<file path="src/rtl/hexw_pkg.sv">
// Constants, types and a helper function shared by the Intel HEX record writer.
`default_nettype none

package hexw_pkg;

  // Record and chunk geometry.
  localparam int RECORD_BYTES = 24;
  localparam int CHUNK_BYTES  = 8096;
  localparam int ADDR_W       = 16;
  localparam int FILL_W       = $clog2(RECORD_BYTES + 1);
  localparam int IDX_W        = (RECORD_BYTES > 1) ? $clog2(RECORD_BYTES) : 1;
  localparam int CHUNK_W      = $clog2(CHUNK_BYTES + 1);

  // Input item function codes.
  localparam logic [1:0] FUNC_START = 2'd0;
  localparam logic [1:0] FUNC_DATA  = 2'd1;
  localparam logic [1:0] FUNC_FLUSH = 2'd2;
  localparam logic [1:0] FUNC_EOF   = 2'd3;

  // ASCII characters used by the record format.
  localparam logic [7:0] CH_COLON   = 8'h3A;
  localparam logic [7:0] CH_ZERO    = 8'h30;
  localparam logic [7:0] CH_NEWLINE = 8'h0A;
  localparam logic [7:0] CH_NUL     = 8'h00;

  // Fixed end-of-file record text.
  localparam int EOF_LEN = 12;
  localparam logic [7:0] EOF_TEXT [EOF_LEN] = '{
    8'h3A, 8'h30, 8'h30, 8'h30, 8'h30, 8'h30,
    8'h30, 8'h30, 8'h31, 8'h46, 8'h46, 8'h0A
  };

  // Command from the control logic to the character sequencer.
  typedef struct packed {
    logic              start;
    logic              eof;
    logic [FILL_W-1:0] count;
    logic [ADDR_W-1:0] addr;
  } emit_cmd_t;

  // Upper-case hex digit for one nibble.
  function automatic logic [7:0] hex_char(input logic [3:0] nibble);
    logic [7:0] c;
    if (nibble < 4'd10) begin
      c = 8'h30 + {4'h0, nibble};
    end else begin
      c = 8'h37 + {4'h0, nibble};
    end
    return c;
  endfunction

endpackage

`default_nettype wire

</file>
<file path="src/rtl/hexw_ram.sv">
// Generic single-write, single-read synchronous RAM with registered read data.
`default_nettype none

module hexw_ram #(
  parameter int DEPTH = 24,
  parameter int WIDTH = 8,
  parameter int AW    = (DEPTH > 1) ? $clog2(DEPTH) : 1
) (
  input  wire logic             clk,
  input  wire logic             we,
  input  wire logic [AW-1:0]    waddr,
  input  wire logic [WIDTH-1:0] wdata,
  input  wire logic             re,
  input  wire logic [AW-1:0]    raddr,
  output logic      [WIDTH-1:0] rdata
);

  logic [WIDTH-1:0] mem [DEPTH];

  // Write port.
  always_ff @(posedge clk) begin
    if (we) begin
      mem[waddr] <= wdata;
    end
  end

  // Read port; the data register holds while no read is issued.
  always_ff @(posedge clk) begin
    if (re) begin
      rdata <= mem[raddr];
    end
  end

endmodule

`default_nettype wire

</file>
<file path="src/rtl/hexw_emitter.sv">
// Sequencer: walks a record out of the buffer, one character per cycle unless stalled.
`default_nettype none

module hexw_emitter (
  input  wire logic                      clk,
  input  wire logic                      rst,
  input  wire hexw_pkg::emit_cmd_t       cmd,
  input  wire logic [7:0]                rd_data,
  output logic                           rd_en,
  output logic [hexw_pkg::IDX_W-1:0]     rd_addr,
  output logic                           busy,
  output logic                           out_valid,
  input  wire logic                      out_ready,
  output logic [7:0]                     out_char,
  output logic                           last_char
);

  import hexw_pkg::*;

  typedef enum logic [4:0] {
    ST_IDLE  = 5'b00001,
    ST_HEAD  = 5'b00010,
    ST_DATA  = 5'b00100,
    ST_TRAIL = 5'b01000,
    ST_EOF   = 5'b10000
  } state_t;

  state_t            state, state_next;
  logic [3:0]        pos, pos_next;
  logic              nib, nib_next;
  logic [IDX_W-1:0]  byte_idx, byte_idx_next;
  logic [FILL_W-1:0] count;
  logic [ADDR_W-1:0] addr;
  logic [7:0]        sum, sum_next;

  logic [7:0] count8;
  logic [7:0] chk;
  logic       load;
  logic       advance;
  logic       last_byte;
  logic [7:0] ch;
  logic       ch_last;

  assign count8    = 8'(count);
  assign chk       = 8'h00 - sum;
  assign load      = !out_valid || out_ready;
  assign busy      = (state != ST_IDLE);
  assign advance   = busy && load;
  assign last_byte = ((FILL_W'(byte_idx) + FILL_W'(1)) == count);

  // Character selection and sequencing.
  always_comb begin
    state_next    = state;
    pos_next      = pos;
    nib_next      = nib;
    byte_idx_next = byte_idx;
    sum_next      = sum;
    ch            = CH_NUL;
    ch_last       = 1'b0;
    rd_en         = 1'b0;
    rd_addr       = byte_idx + IDX_W'(1);
    case (state)
      ST_IDLE: begin
        pos_next      = '0;
        nib_next      = 1'b0;
        byte_idx_next = '0;
        // Seed the checksum with the header bytes of the next record.
        sum_next      = 8'(cmd.count) + cmd.addr[15:8] + cmd.addr[7:0];
      end
      ST_HEAD: begin
        // Keep the first data byte loaded while the header goes out.
        rd_en   = 1'b1;
        rd_addr = '0;
        case (pos)
          4'd0:    ch = CH_COLON;
          4'd1:    ch = hex_char(count8[7:4]);
          4'd2:    ch = hex_char(count8[3:0]);
          4'd3:    ch = hex_char(addr[15:12]);
          4'd4:    ch = hex_char(addr[11:8]);
          4'd5:    ch = hex_char(addr[7:4]);
          4'd6:    ch = hex_char(addr[3:0]);
          default: ch = CH_ZERO;
        endcase
        if (advance) begin
          if (pos == 4'd8) begin
            state_next = ST_DATA;
            pos_next   = '0;
          end else begin
            pos_next = pos + 4'd1;
          end
        end
      end
      ST_DATA: begin
        ch = nib ? hex_char(rd_data[3:0]) : hex_char(rd_data[7:4]);
        if (advance) begin
          if (!nib) begin
            sum_next = sum + rd_data;
            nib_next = 1'b1;
          end else begin
            nib_next = 1'b0;
            if (last_byte) begin
              state_next = ST_TRAIL;
              pos_next   = '0;
            end else begin
              // Fetch the next byte as the low digit of this one leaves.
              rd_en         = 1'b1;
              byte_idx_next = byte_idx + IDX_W'(1);
            end
          end
        end
      end
      ST_TRAIL: begin
        case (pos)
          4'd0:    ch = hex_char(chk[7:4]);
          4'd1:    ch = hex_char(chk[3:0]);
          4'd2:    ch = CH_NEWLINE;
          default: ch = CH_NUL;
        endcase
        ch_last = (pos == 4'd4);
        if (advance) begin
          if (ch_last) begin
            state_next = ST_IDLE;
          end else begin
            pos_next = pos + 4'd1;
          end
        end
      end
      ST_EOF: begin
        ch      = EOF_TEXT[pos];
        ch_last = (pos == 4'(EOF_LEN - 1));
        if (advance) begin
          if (ch_last) begin
            state_next = ST_IDLE;
          end else begin
            pos_next = pos + 4'd1;
          end
        end
      end
      default: begin
        state_next = ST_IDLE;
      end
    endcase
  end

  // Sequencer control state.
  always_ff @(posedge clk) begin
    if (rst) begin
      state     <= ST_IDLE;
      out_valid <= 1'b0;
    end else begin
      if (state == ST_IDLE && cmd.start) begin
        state <= cmd.eof ? ST_EOF : ST_HEAD;
      end else begin
        state <= state_next;
      end
      if (load) begin
        out_valid <= busy;
      end
    end
  end

  // Record fields, counters and the output character register.
  always_ff @(posedge clk) begin
    pos      <= pos_next;
    nib      <= nib_next;
    byte_idx <= byte_idx_next;
    sum      <= sum_next;
    if (state == ST_IDLE && cmd.start) begin
      count <= cmd.count;
      addr  <= cmd.addr;
    end
    if (advance) begin
      out_char  <= ch;
      last_char <= ch_last;
    end
  end

endmodule

`default_nettype wire

</file>
<file path="src/rtl/intel_hex_record_writer.sv">
// Top level of the Intel HEX record writer: item control, byte buffer and sequencer.
//
// Usage: items enter on the in_valid/in_ready channel (func, byte_value,
// section_base). Each transaction on the output channel (out_valid/out_ready)
// carries one ASCII character, out_char; last_char marks the final character
// that an item causes. Items that cause no output (most data bytes, a section
// start or end with nothing buffered) are taken one per cycle.
// A data record of N bytes leaves as 14 + 2N characters, one per cycle while
// the receiver does not stall; a full 24-byte record is 62 characters. The
// end-of-file record is 12 characters. The output rate is set by the
// character sequencer, which emits one character per cycle unless the
// receiver stalls, and reads one buffered byte from the buffer memory for
// every two characters.
// While a record is being sent in_ready is low; it rises as the last
// character enters the output register, so the next item can be taken while
// that character still waits. A stalled receiver simply holds the sequencer.
// Reset (rst, synchronous) clears the fill count, addresses, chunk count and
// the offset register; the buffer memory needs no clearing. address_offset
// is written through cfg_we/cfg_wdata; it is to be written only while the
// block is idle, and the block itself does not enforce this.
`default_nettype none

module intel_hex_record_writer (
  input  wire logic                        clk,
  input  wire logic                        rst,
  input  wire logic                        cfg_we,
  input  wire logic [hexw_pkg::ADDR_W-1:0] cfg_wdata,
  input  wire logic                        in_valid,
  output logic                             in_ready,
  input  wire logic [1:0]                  func,
  input  wire logic [7:0]                  byte_value,
  input  wire logic [hexw_pkg::ADDR_W-1:0] section_base,
  output logic                             out_valid,
  input  wire logic                        out_ready,
  output logic [7:0]                       out_char,
  output logic                             last_char
);

  import hexw_pkg::*;

  logic [ADDR_W-1:0]  address_offset;
  logic [FILL_W-1:0]  fill_count, fill_count_next;
  logic [ADDR_W-1:0]  record_address, record_address_next;
  logic [ADDR_W-1:0]  next_address, next_address_next;
  logic [CHUNK_W-1:0] chunk_count, chunk_count_next;

  emit_cmd_t         cmd;
  logic              accept;
  logic              busy;
  logic              ram_we;
  logic              ram_re;
  logic [IDX_W-1:0]  ram_raddr;
  logic [7:0]        ram_rdata;
  logic [FILL_W-1:0] fill_inc;
  logic [CHUNK_W:0]  chunk_inc;
  logic [ADDR_W-1:0] data_rec_addr;

  assign in_ready      = !busy;
  assign accept        = in_valid && in_ready;
  assign fill_inc      = fill_count + FILL_W'(1);
  assign chunk_inc     = {1'b0, chunk_count} + (CHUNK_W + 1)'(1);
  assign data_rec_addr = (fill_count == '0) ? next_address : record_address;

  // Item decode: buffer update and record launch.
  always_comb begin
    fill_count_next     = fill_count;
    record_address_next = record_address;
    next_address_next   = next_address;
    chunk_count_next    = chunk_count;
    cmd                 = '0;
    ram_we              = 1'b0;
    if (accept) begin
      case (func)
        FUNC_START: begin
          cmd.start           = (fill_count != '0);
          cmd.count           = fill_count;
          cmd.addr            = record_address;
          fill_count_next     = '0;
          next_address_next   = section_base - address_offset;
          record_address_next = section_base - address_offset;
          chunk_count_next    = '0;
        end
        FUNC_DATA: begin
          ram_we              = 1'b1;
          record_address_next = data_rec_addr;
          next_address_next   = next_address + ADDR_W'(1);
          cmd.count           = fill_inc;
          cmd.addr            = data_rec_addr;
          if (chunk_inc >= (CHUNK_W + 1)'(CHUNK_BYTES)) begin
            // Chunk boundary: send what is held, start a new chunk.
            cmd.start        = 1'b1;
            fill_count_next  = '0;
            chunk_count_next = '0;
          end else if (fill_inc >= FILL_W'(RECORD_BYTES)) begin
            cmd.start        = 1'b1;
            fill_count_next  = '0;
            chunk_count_next = chunk_inc[CHUNK_W-1:0];
          end else begin
            fill_count_next  = fill_inc;
            chunk_count_next = chunk_inc[CHUNK_W-1:0];
          end
        end
        FUNC_FLUSH: begin
          cmd.start        = (fill_count != '0);
          cmd.count        = fill_count;
          cmd.addr         = record_address;
          fill_count_next  = '0;
          chunk_count_next = '0;
        end
        FUNC_EOF: begin
          // Pending bytes are dropped; only the end-of-file record goes out.
          cmd.start        = 1'b1;
          cmd.eof          = 1'b1;
          fill_count_next  = '0;
          chunk_count_next = '0;
        end
        default: begin
          cmd = '0;
        end
      endcase
    end
  end

  // Control registers and the offset register.
  always_ff @(posedge clk) begin
    if (rst) begin
      address_offset <= '0;
      fill_count     <= '0;
      record_address <= '0;
      next_address   <= '0;
      chunk_count    <= '0;
    end else begin
      if (cfg_we) begin
        address_offset <= cfg_wdata;
      end
      fill_count     <= fill_count_next;
      record_address <= record_address_next;
      next_address   <= next_address_next;
      chunk_count    <= chunk_count_next;
    end
  end

  // Byte buffer of the record being collected.
  hexw_ram #(
    .DEPTH (RECORD_BYTES),
    .WIDTH (8),
    .AW    (IDX_W)
  ) u_buf (
    .clk   (clk),
    .we    (ram_we),
    .waddr (fill_count[IDX_W-1:0]),
    .wdata (byte_value),
    .re    (ram_re),
    .raddr (ram_raddr),
    .rdata (ram_rdata)
  );

  // Character sequencer with the output register.
  hexw_emitter u_emit (
    .clk       (clk),
    .rst       (rst),
    .cmd       (cmd),
    .rd_data   (ram_rdata),
    .rd_en     (ram_re),
    .rd_addr   (ram_raddr),
    .busy      (busy),
    .out_valid (out_valid),
    .out_ready (out_ready),
    .out_char  (out_char),
    .last_char (last_char)
  );

  // An end-of-file item always starts a record, so input closes next cycle.
  assert property (@(posedge clk) disable iff (rst)
    in_valid && in_ready && func == FUNC_EOF |=> !in_ready)
    else $error("end-of-file item did not start the sequencer");

  // A full buffer is always sent at once, so the fill count stays below a record.
  assert property (@(posedge clk) disable iff (rst)
    fill_count < FILL_W'(RECORD_BYTES))
    else $error("fill count reached a full record");

  // The chunk count restarts on reaching the chunk size.
  assert property (@(posedge clk) disable iff (rst)
    {1'b0, chunk_count} < (CHUNK_W + 1)'(CHUNK_BYTES))
    else $error("chunk count reached the chunk size");

  // A data item that fills the buffer must stop input for the record.
  assert property (@(posedge clk) disable iff (rst)
    in_valid && in_ready && func == FUNC_DATA && fill_count == FILL_W'(RECORD_BYTES - 1)
    |=> !in_ready && fill_count == '0)
    else $error("full record was not launched");

endmodule

`default_nettype wire
</file>
<file path="config.mk">
export PLATFORM = sky130hd
export DESIGN_NAME = intel_hex_record_writer
export DESIGN_NICKNAME = d
export VERILOG_FILES = /design/src/rtl/hexw_pkg.sv /design/src/rtl/hexw_ram.sv /design/src/rtl/hexw_emitter.sv /design/src/rtl/intel_hex_record_writer.sv
export SDC_FILE = /design/constraint.sdc
export NUM_CORES = 1
export LEC_CHECK = 0
export BUFFER_PORTS_ARGS = -buffer_cell sky130_fd_sc_hd__buf_2
export CELL_PAD_IN_SITES_DETAIL_PLACEMENT = 1
export CELL_PAD_IN_SITES_GLOBAL_PLACEMENT = 1
export CORE_ASPECT_RATIO = 1.1
export CORE_MARGIN = 3
export CORE_UTILIZATION = 40
export DETAILED_ROUTE_END_ITERATION = 12
export PLACE_DENSITY = 0.67
export SYNTH_ARGS = -nofsm -noshare
export SYNTH_HDL_FRONTEND = slang
export SYNTH_SLANG_ARGS = --single-unit
export TNS_END_PERCENT = 1
</file>
<file path="constraint.sdc">
create_clock -name clk -period 11.85 [get_ports clk]
set_clock_uncertainty 0.05 [all_clocks]
set_input_delay 2.37 -clock clk [delete_from_list [all_inputs] [get_ports clk]]
set_output_delay 2.37 -clock clk [all_outputs]
set_load 0.05 [all_outputs]
</file>
# --- Word-level counts from Yosys, hierarchy flattened ---
# Memories as Yosys holds them, arrays and structs flattened. A register that Yosys moved wholly into a read port is not among the register bits.
# Cells that the tools add are included.
totals:
  register_bits: 120
  memories: 2
  elab_cells: 192
  input_bits: 47
  rom_bits: 128
  ramBits: 192
  latchBits: 0
op_classes:
  shift: 0
  n_lt_le_gt_ge: 13
  reduce_logical: 21
  mul: 0
  n_eq_ne: 38
  n_mux: 72
  addsub: 30
  div: 0
  bitwise_logic: 1
mem_list:
  columns: ["name", "depth", "width", "read_ports", "rd_ports_with_merged_regs", "wr", "line", "source"]
  rows:
  - ["u_buf.mem", 24, 8, 1, 1, 1, "hexw_ram.sv:18", "logic [WIDTH-1:0] mem [DEPTH];"]
  - ["(no name shown)", 16, 8, 1, 0, 0, "hexw_emitter.sv:129", "ch = EOF_TEXT[pos];"]
op_table:
  columns: ["operator", "n"]
  rows:
  - ["adder 6 x 4 -> 7 bit, first input constant", 18]
  - ["2-to-1 mux 8 bit", 15]
  - ["2-to-1 mux 5 bit", 17]
  - ["case mux 16 bit (2 select lines)", 2]
  - ["case mux 8 bit (7 select lines)", 1]
  - ["case mux 21 bit (2 select lines)", 1]
  - ["< comparator 4 bit, second input constant", 9]
  - ["2-to-1 mux 4 bit", 9]
  - ["case mux 8 bit (4 select lines)", 1]
  - ["inequality test 3 x 1 -> 1 bit, second input constant", 9]
  - ["case mux 13 bit (2 select lines)", 1]
  - ["case mux 5 bit (5 select lines)", 1]
  - ["case mux 8 bit (3 select lines)", 1]
  - ["2-to-1 mux 23 bit", 1]
  - ["case mux 4 bit (5 select lines)", 1]
  - ["case mux 5 bit (2 select lines)", 2]
  - ["adder 16 x 1 -> 16 bit, second input constant", 1]
  - ["adder 8 bit", 2]
  - ["2-to-1 mux 16 bit", 1]
  - ["case mux 8 bit (2 select lines)", 1]
  - ["subtractor 16 bit", 1]
  - ["adder 13 x 1 -> 14 bit, second input constant", 1]
  - ["adder 6 x 1 -> 7 bit, first input constant", 2]
  - [">= comparator 14 x 13 -> 1 bit, second input constant", 1]
  - ["41 further kinds", 76]

# --- Depth between registers and ports, before layout ---
# Gate-level depths: netlist (run 1).
depth:
  word_depth: 9
  ltp_mapped: 19
  mapped_depth_nobuf: 17

# --- Modules after synthesis ---
# Synthesis (run 1) repeated with hierarchy kept, for this count alone.
hier_totals:
  cells_unflattened: 1499
  hier_area_um2: 16781.1
by_module_without_submodules:
  columns: ["mod", "instances", "cells_per_inst", "area_per_inst_um2"]
  rows:
  - ["hexw_ram", 1, 383, 7800.0]
  - ["intel_hex_record_writer", 1, 616, 4506.8]
  - ["hexw_emitter", 1, 500, 4474.3]

# --- Worst setup path before layout (run 1) ---
# Ideal clock, no wire load.
synth_path:
  path_kind: "input port to flip-flop"
  start: "input func[1]"
  end: "register u_emit.sum[7], data pin"
  setup_slack_ns: 6.195
  arrival_time_ns: 5.337
  stages: 16
  n_path_buf: 3
  required_ns: 11.532
  path_cell_list: "clkbuf_1 > nand2b_1 > clkbuf_1 > clkbuf_1 > nor2_1 > a21oi_1 > nor2_1 > fa_1 > ha_1 > fa_1 > a21oi_1 > nor2_1 > nor2_1 > o21ai_0 > xnor2_1 > mux2i_1"
synth_lines:
  columns: ["element", "line", "source"]
  rows:
  - ["start, declared", "intel_hex_record_writer.sv:30", "input wire logic [1:0] func,"]
  - ["end signal, assigned", "hexw_emitter.sv:167", "sum <= sum_next;"]
  - ["end, declared", "hexw_emitter.sv:34", "logic [7:0] sum, sum_next;"]

==> flow_metrics.py, run 1 <==
metrics = {
    "outcome": {
        "status": "completed",
    },
    "placement": {
        "placed_area_sq_mm": 0.0175,
        "io_buffer_count": 56,
        "hpwl_mm": 31.7,
        "gp_congestion": 0.825,
    },
    "worst_hold_path": {
        "hp-class": "reg2reg",
    },
    "power": {
        "power_leakage_nw": 6.65,
        "powerDensity_mw_per_mm2": 165,
        "intPower_mw": 2.17,
        "peakVddDrop_mv": 0.0973,
        "p_switching_mw": 0.924,
        "clock_power_share_pct": 38.4,
        "swShare_pct": 29.8,
        "seqPwrFrac_pct": 41.7,
        "power_mw": 3.10,
        "p_comb_share_pct": 19.9,
    },
    "detailed_routing": {
        "drc": 0,
        "drt_wl_total_mm": 47.1,
        "via_per_inst": 5.68,
        "wl_per_cell_um": 21.0,
        "dr_total_vias": 12700,
        "ant_nets": 0,
        "drtPass1Iterations": 4,
        "initialDrtViolationCount": 693,
    },
    "layout": {
        "final_nets": 1765,
        "area_delta_synth_final_pct": 12.1,
        "fin_area_sq_mm": 0.0187,
        "n_fill_cell": 4445,
        "drive_gt1_share_pct": 11.1,
        "diodes": 0,
    },
    "clock_tree": {
        "cts_buffers": 37,
        "cts_hold_buf": 0,
        "clk_pin_slew_ns": 0.06,
        "cts.sinks": 319,
        "clock_path_buffers": 3,
        "cts_setup_buffers": 0,
        "cts_resized": 0,
        "cts_tree": "yes",
        "worstSkewPairLatency_ns": 0.54,
        "root_buffer": "clkbuf_16",
        "htreeDepth": 2,
    },
    "die": {
        "die_w_um": 201,
        "start_util_pct": 41.0,
        "fp.dieH_um": 220,
        "dieArea_sq_mm": 0.0442,
        "io_pins": 58,
        "core-area_sq_mm": 0.0408,
        "rows": 77,
    },
    "sta": {
        "setup_tns_ns": 0,
        "slew_violations": 0,
        "fmax_ghz": 0.180,
        "post-route-min-period_ns": 5.57,
        "worstMarginPinSlew_ns": 1.04,
        "timing.hold.ws_ns": 0.431,
        "fin_crit_sh_pct": 47.0,
        "setup_violations": 0,
        "finalHoldViolCount": 0,
        "slew_headroom_pct": 30.6,
        "rsz0062_at_grt": "no",
    },
    "run": {
        "maxCapViolCount": 0,
    },
    "grt": {
        "grt_overflow": 0,
        "grt_usage_pct": 20.9,
        "grt_pass1_wl_mm": 74.0,
        "grt_max_degree": 71,
        "grt_pass1_vias": 13000,
        "antenna_found_initial": 0,
    },
    "synth": {
        "ys_async_sr_fraction_pct": 0,
        "synthTopCellsByCount": "247 x edfxtp_1, 222 x nand2_1, 152 x nor2_1",
        "syn_avg_cell_area_sq_um": 10.2,
        "synth_nets": 1745,
        "synth_edf_count": 247,
        "syn_inst": 1640,
        "synth_area_leaders": "edfxtp_1 44%, dfxtp_1 8.6%, nand2_1 5.0%, ha_1 3.7%, nor2_1 3.4%",
        "ys_seq_area_share_pct": 53.1,
        "synth_cell_type_count": 81,
        "ys_ff_latch": 319,
        "synthesis.area_sq_mm": 0.0167,
        "synth_ff_type": "edfxtp_1",
        "synth_top_area_share_pct": 44.4,
        "synth_top_area_cell": "edfxtp_1",
        "ys_warn_count": 0,
        "synth.most_common_cell": "edfxtp_1",
    },
    "setup_path": {
        "cp.required_ns": 12.05,
        "endpoint_kind": "flop",
        "arrival_ns": 5.77,
        "criticalPathCategory": "in2reg",
        "path_max_fanout": 15,
        "rrSetupSlack_ns": 7.08,
        "start_kind": "primary input",
    },
}
-- worst max-delay path, stage by stage --
cell and delay (ns):
buf_2 0.17, o21ai_1 0.82, nand2_1 0.12, a21oi_1 0.23
inv_1 0.09, fa_1 0.51, inv_1 0.05, ha_1 0.22
fa_1 0.41, a21oi_1 0.15, nor2_1 0.06, nor2_1 0.15
o21ai_0 0.13, xnor2_1 0.19, mux2i_1 0.09
-- power groups by stage --
stage               Sequential, mW  Combinational (mW)  Clock [mW]
global route                  1.30               0.679        1.26
floorplan                     1.31               0.418           0
global placement              1.31               0.601           0
CTS                           1.29               0.621        1.21
detailed placement            1.31               0.616           0
finish                        1.29               0.617        1.19
-- state kept, by name (all words and copies together), names as in the netlist --
name              cells
u_emit.pos            4
u_emit.out_valid      1
address_offset       16
u_emit.sum            8
u_emit.state          5
u_buf.mem           192
u_buf.rdata           8
u_emit.out_char       7
u_emit.addr          16
next_address         16
u_emit.last_char      1
fill_count            5
chunk_count          13
u_emit.nib            1
u_emit.byte_idx       5
record_address       16
u_emit.count          5
-- path summary, 6_finish.rpt --
| kind | from | to | cells after the start |
|---|---|---|---|
| worst max-delay path | func[1] | u_emit.sum[7] | 15 |
| worst min-delay path | record_address[14] | record_address[14] | 2 |
| worst max register to register | fill_count[0] | u_emit.sum[7] | 18 |
| worst min register to register | record_address[14] | record_address[14] | 2 |
-- through the flow --
| step | setup slack (ns) | cells | utilization [%] |
|---|---|---|---|
| 2_1_floorplan | 6.20 | 1640 | - |
| 3_3_place_gp | 5.94 | 2174 | 42.8 |
| 3_5_place_dp | 5.82 | 2174 | 42.8 |
| 4_1_cts | 6.35 | 2240 | 45.9 |
| 5_1_grt | 6.08 | 2240 | 45.9 |
| 6_report | 6.28 | 2240 | 45.9 |
-- logic make-up (layout without fill, tap and decap cells) --
group           after synthesis  after routing  synth area share (%)
compound gates              416            416                  16.0
fa+ha+maj                    58             58                  4.71
mux                          57             57                  3.66
flops                       319            319                  53.1
xor+xnor                     55             55                  2.88
buf+inv                     161            208                  3.72
simple gates                573            573                  16.0
other cells                   1              1                0.0225
-- placed cells by master, fill, tap and decap left out, drive strengths merged, types with 33 or more instances in the layout --
cell / count
a31oi: 53
a211oi: 44
inv: 70
o21ai: 101
nor2: 154
nor3: 47
edfxtp: 247
xnor2: 33
nand2: 222
a21oi: 92
clkbuf: 53
buf: 72
dfxtp: 72
ha: 50
nand3: 42
mux2: 33
-- area by class of cell --
cell class / count / area [sq um] / share of cell area [%]
clock buffer: 53 / 1080 / 5.76
clock inverter: 13 / 186 / 0.996
inverter: 70 / 263 / 1.40
multi-input combinational: 1160 / 7240 / 38.7
sequential: 319 / 8860 / 47.3
tap: 553 / 692 / 3.70
timing repair buffer: 72 / 400 / 2.14
-- per-layer routing --
metal	vias up	share of wire (%)	GRT usage [%]
li1	6067	-	-
met1	6351	45	27.9
met2	247	49	36.8
met3	60	4.3	2.59
met4	0	2.0	4.80
met5	-	0	0
Note: power is estimated with default switching activity, not from simulation.
==> run 2, diff against run 1 <==
==> constraint.sdc (replaced) <==
create_clock -name clk -period 5.3 [get_ports clk]
set_clock_uncertainty 0.05 [all_clocks]
set_input_delay 1.06 -clock clk [delete_from_list [all_inputs] [get_ports clk]]
set_output_delay 1.06 -clock clk [all_outputs]
set_load 0.05 [all_outputs]
==> run 2 against run 1 <==
  * Utilization down 0.092 points
  * Hold slack got worse by 0.0037 ns
  * Cell area shrank 0.20%
  * Sequential share of layout area grew 0.095 points
  * Largest cell class unchanged
  * Highest routed layer is now met5
==> flow_metrics.py, run 2 (same netlist as run 1, synthesis figures left out) <==
metrics = {
    "clock_tree": {
        "cts_buffers": 37,
        "cts_resized": 0,
        "clk_pin_slew_ns": 0.06,
        "cts_setup_buffers": 0,
        "cts_hold_buf": 0,
        "htreeDepth": 2,
        "clock_path_buffers": 3,
        "worstSkewPairLatency_ns": 0.54,
        "cts_tree": "yes",
        "root_buffer": "clkbuf_16",
        "cts.sinks": 319,
    },
    "setup_path": {
        "crit_slowest_cell": "o21ai_1",
        "endpoint_kind": "flop",
        "cp_slowest_stage_delay_ns": 0.73,
        "cp.required_ns": 5.51,
        "path_max_fanout": 15,
        "rrSetupSlack_ns": 0.75,
        "criticalPathCategory": "reg2reg",
        "arrival_ns": 4.76,
        "path_cells": "inv_1, ha_1, nor4b_1, buf_4, o21ai_1, nand2_1, a21oi_1, inv_1, fa_1, inv_1, ha_1, fa_1, a21oi_1, nor2_1, nor2_1, o21ai_0, xnor2_1, mux2i_1",
        "start_kind": "flop",
        "cpMostUsedCell": "inv_1",
    },
    "detailed_routing": {
        "drc": 0,
        "wl_per_cell_um": 21.0,
        "drt_wl_total_mm": 47.1,
        "ant_nets": 0,
        "via_per_inst": 5.71,
        "initialDrtViolationCount": 818,
        "dr_total_vias": 12800,
        "drtPass1Iterations": 5,
    },
    "placement": {
        "hpwl_mm": 32.2,
        "gp_congestion": 0.835,
        "placed_area_sq_mm": 0.0175,
        "io_buffer_count": 56,
    },
    "grt": {
        "grt_pass1_wl_mm": 74.7,
        "grt_pass1_vias": 13200,
        "grt_overflow": 0,
        "grt_max_degree": 97,
        "antenna_found_initial": 2,
        "grt_usage_pct": 21.1,
    },
    "sta": {
        "rsz0062_at_grt": "no",
        "fin_crit_sh_pct": 85.8,
        "slew_violations": 0,
        "setup_violations": 0,
        "finalHoldViolCount": 0,
        "slew_headroom_pct": 26.9,
        "fmax_ghz": 0.220,
        "post-route-min-period_ns": 4.55,
        "worstMarginPinSlew_ns": 1.09,
        "setup_tns_ns": 0,
    },
    "die": {
        "io_pins": 58,
        "rows": 77,
        "die_w_um": 201,
        "fp.dieH_um": 220,
        "dieArea_sq_mm": 0.0442,
        "core-area_sq_mm": 0.0408,
        "start_util_pct": 41.0,
    },
    "layout": {
        "final_common_cell": "edfxtp_1",
        "drive_gt1_share_pct": 11.1,
        "largest_reg_flops": 192,
        "fin_area_sq_mm": 0.0187,
        "final_nets": 1767,
        "n_fill_cell": 4507,
        "most-common-layout-cells": "247 x edfxtp_1, 221 x nand2_1, 149 x nor2_1",
        "top_register": "u_buf.mem",
        "area_delta_synth_final_pct": 11.9,
    },
    "power": {
        "peakVddDrop_mv": 0.196,
        "power_leakage_nw": 6.63,
        "powerDensity_mw_per_mm2": 365,
    },
    "run": {
        "maxCapViolCount": 0,
    },
    "outcome": {
        "status": "completed",
    },
    "worst_hold_path": {
        "hp-class": "reg2reg",
    },
}
==> run 2: path summary, 6_finish.rpt <==
path,from,to,depth (start not counted)
max reg2reg,fill_count[0],u_emit.sum[7],18
min,record_address[14],record_address[14],2
max,fill_count[0],u_emit.sum[7],18
min reg2reg,record_address[14],record_address[14],2
==> run 2: cell type report <==
cell class                 instances  area (sq um)  area share (%)
antenna                            1          2.50          0.0134
multi-input combinational       1160          7240            38.8
inverter                          70           263            1.41
tap                              553           692            3.70
clock inverter                    19           191            1.02
sequential                       319          8860            47.4
clock buffer                      47          1000            5.38
timing repair buffer              74           428            2.29
==> run 2: routing by layer <==
metal  vias to the layer above  GRT usage (%)  part of all wire (%)
met4                         2           5.58                   2.1
met2                       231           36.3                    48
met1                      6423           28.2                    46
li1                       6076              -                     -
met5                         -              0                 0.028
met3                        66           2.94                   3.8
==> run 2: through the flow <==
stage / worst slack [ns] / utilization [%] / power [mW] / hold slack [ns] / cells
after floorplan: 0.955 / - / 3.85 / 0.395 / 1640
after global placement: 0.737 / 42.9 / 4.29 / 0.414 / 2176
after detailed placement: 0.681 / 42.9 / 4.32 / 0.425 / 2176
after CTS: 0.765 / 45.8 / 6.88 / 0.433 / 2242
after global routing: 0.324 / 45.8 / 7.12 / 0.459 / 2242
final: 0.750 / 45.8 / 6.82 / 0.428 / 2243
==> run 2: power by group <==
| part | switching [mW] | total [mW] | internal (mW) |
|---|---|---|---|
| registers | 0.0984 | 2.89 | 2.79 |
| clock network | 1.05 | 2.55 | 1.50 |
| logic | 0.925 | 1.39 | 0.464 |
==> run 2: worst max-delay path, delay by kind of cell (launching register included) <==
| kind | cells | cell delay, ns |
|---|---|---|
| AO/OA/AOI/OAI | 4 | 1.22 |
| adder cells (fa/ha/maj) | 4 | 1.34 |
| AND/OR/NAND/NOR | 4 | 0.45 |
| buffers and inverters | 4 | 0.44 |
| flip-flops | 1 | 0.46 |
| XOR/XNOR | 1 | 0.20 |
| multiplexers | 1 | 0.09 |
==> run 3, diff against run 2 <==
--- a/config.mk
+++ b/config.mk
@@ -12,6 +12,7 @@
 export CORE_MARGIN = 3
 export CORE_UTILIZATION = 40
 export DETAILED_ROUTE_END_ITERATION = 12
+export MAX_ROUTING_LAYER = met4
 export PLACE_DENSITY = 0.67
 export SYNTH_ARGS = -nofsm -noshare
 export SYNTH_HDL_FRONTEND = slang
==> run 3 against run 2 <==
  * Clock power barely moved
  * Via count fell by 0.41%
  * Die area did not move
  * Largest power group unchanged
  * Critical endpoint unchanged
==> flow_metrics.py, run 3 (same netlist as run 1, synthesis figures left out) <==
metrics = {
    "outcome": {
        "status": "completed",
    },
    "layout": {
        "most-common-layout-cells": "247 x edfxtp_1, 221 x nand2_1, 149 x nor2_1",
        "largest_reg_flops": 192,
        "fin_area_sq_mm": 0.0187,
        "final_nets": 1767,
        "drive_gt1_share_pct": 11.1,
        "multi_input_comb_area_sq_mm": 0.00724,
        "layoutNonFillerInstCount": 2244,
        "regArea_sq_mm": 0.00886,
        "area_delta_synth_final_pct": 11.9,
        "final_common_cell": "edfxtp_1",
        "final_util_pct": 45.8,
        "n_fill_cell": 4511,
        "top_register": "u_buf.mem",
    },
    "detailed_routing": {
        "wl_met1_mm": 21.8,
        "drtPass1Iterations": 5,
        "via_per_inst": 5.68,
        "dr_total_vias": 12700,
        "wl_per_cell_um": 21.0,
        "highest_layer": "met4",
        "drt_wl_total_mm": 47.1,
        "ant_nets": 0,
        "wl_met3_mm": 1.63,
        "drc": 0,
        "initialDrtViolationCount": 710,
        "wl_met2_mm": 22.7,
    },
    "sta": {
        "fin_crit_sh_pct": 85.4,
        "post-route-min-period_ns": 4.53,
        "finalHoldViolCount": 0,
        "slew_violations": 0,
        "worstMarginPinSlew_ns": 1.09,
        "rsz0062_at_grt": "no",
        "slew_headroom_pct": 26.8,
        "setup_violations": 0,
        "setup_tns_ns": 0,
        "fmax_ghz": 0.221,
    },
    "die": {
        "start_util_pct": 41.0,
        "core-area_sq_mm": 0.0408,
        "dieArea_sq_mm": 0.0442,
        "fp.dieH_um": 220,
        "io_pins": 58,
        "die_w_um": 201,
        "rows": 77,
    },
    "power": {
        "peakVddDrop_mv": 0.196,
        "power_mw": 6.82,
        "power_leakage_nw": 6.63,
        "powerDensity_mw_per_mm2": 365,
    },
    "grt": {
        "grt_pass1_wl_mm": 74.7,
        "grt_pass1_vias": 13200,
        "grt_max_degree": 97,
        "grt_usage_pct": 21.7,
        "antenna_found_initial": 2,
        "grt_overflow": 0,
    },
    "clock_tree": {
        "htreeDepth": 2,
        "clock_path_buffers": 3,
        "clk_pin_slew_ns": 0.06,
        "root_buffer": "clkbuf_16",
        "cts_resized": 0,
        "cts_hold_buf": 0,
        "cts_buffers": 37,
        "cts_setup_buffers": 0,
        "cts.sinks": 319,
        "worstSkewPairLatency_ns": 0.54,
        "cts_tree": "yes",
    },
    "placement": {
        "io_buffer_count": 56,
        "hpwl_mm": 32.2,
        "dp.cells": 2176,
        "placed_area_sq_mm": 0.0175,
        "gp_congestion": 0.848,
    },
    "setup_path": {
        "cp_slowest_stage_delay_ns": 0.72,
        "endpoint_kind": "flop",
        "path_cells": "inv_1, ha_1, nor4b_1, buf_4, o21ai_1, nand2_1, a21oi_1, inv_1, fa_1, inv_1, ha_1, fa_1, a21oi_1, nor2_1, nor2_1, o21ai_0, xnor2_1, mux2i_1",
        "cpMostUsedCell": "inv_1",
        "arrival_ns": 4.74,
        "path_max_fanout": 15,
        "crit_slowest_cell": "o21ai_1",
        "start_kind": "flop",
        "cp.required_ns": 5.51,
        "criticalPathCategory": "reg2reg",
    },
    "worst_hold_path": {
        "hp-class": "reg2reg",
    },
    "run": {
        "maxCapViolCount": 0,
    },
}
## run 3: cell types whose count changed in the layout (fill, tap and decap cells not counted)
cell | previous run | this run
diode_2 | 1 | 2
## run 3: worst paths after layout
kind,slack [ns],depth (start not counted),end,from
max,0.77,18,u_emit.sum[7],fill_count[0]
min,0.43,2,record_address[14],record_address[14]
max reg2reg,0.77,18,u_emit.sum[7],fill_count[0]
min reg2reg,0.43,2,record_address[14],record_address[14]
## run 3: metrics by stage
stage | worst slack (ns) | hold WS [ns]
6_report | 0.772 | 0.433
2_1_floorplan | 0.955 | 0.395
3_5_place_dp | 0.681 | 0.425
4_1_cts | 0.765 | 0.433
3_3_place_gp | 0.737 | 0.414
5_1_grt | 0.325 | 0.459
## run 3: final cells by class
class / count / share of cell area [%]
Antenna cell: 2 / 0.0268
Clock buffer: 47 / 5.38
Clock inverter: 19 / 1.02
Inverter: 70 / 1.41
Multi-Input combinational cell: 1160 / 38.8
Sequential cell: 319 / 47.4
Tap cell: 553 / 3.70
Timing Repair Buffer: 74 / 2.29
## run 3: critical path: cells and delay by family (launching register included)
kind                     cells  cell delay, ns
multiplexers                 1            0.09
AO/OA/AOI/OAI                4            1.21
XOR/XNOR                     1            0.19
adder cells (fa/ha/maj)      4            1.34
buffers and inverters        4            0.44
AND/OR/NAND/NOR              4            0.45
flip-flops                   1            0.46
## run 3: layer usage
metal,up-vias,track usage (%)
met3,60,2.91
met5,-,-
met1,6384,28.2
li1,6082,-
met4,0,5.41
met2,219,36.4
## run 3: power breakdown
group / internal [mW] / leakage [nW] / switching (mW)
Clock: 1.50 / 0.587 / 1.04
Combinational: 0.464 / 3.17 / 0.928
Sequential: 2.79 / 2.87 / 0.0988
Total: 4.75 / 6.63 / 2.07
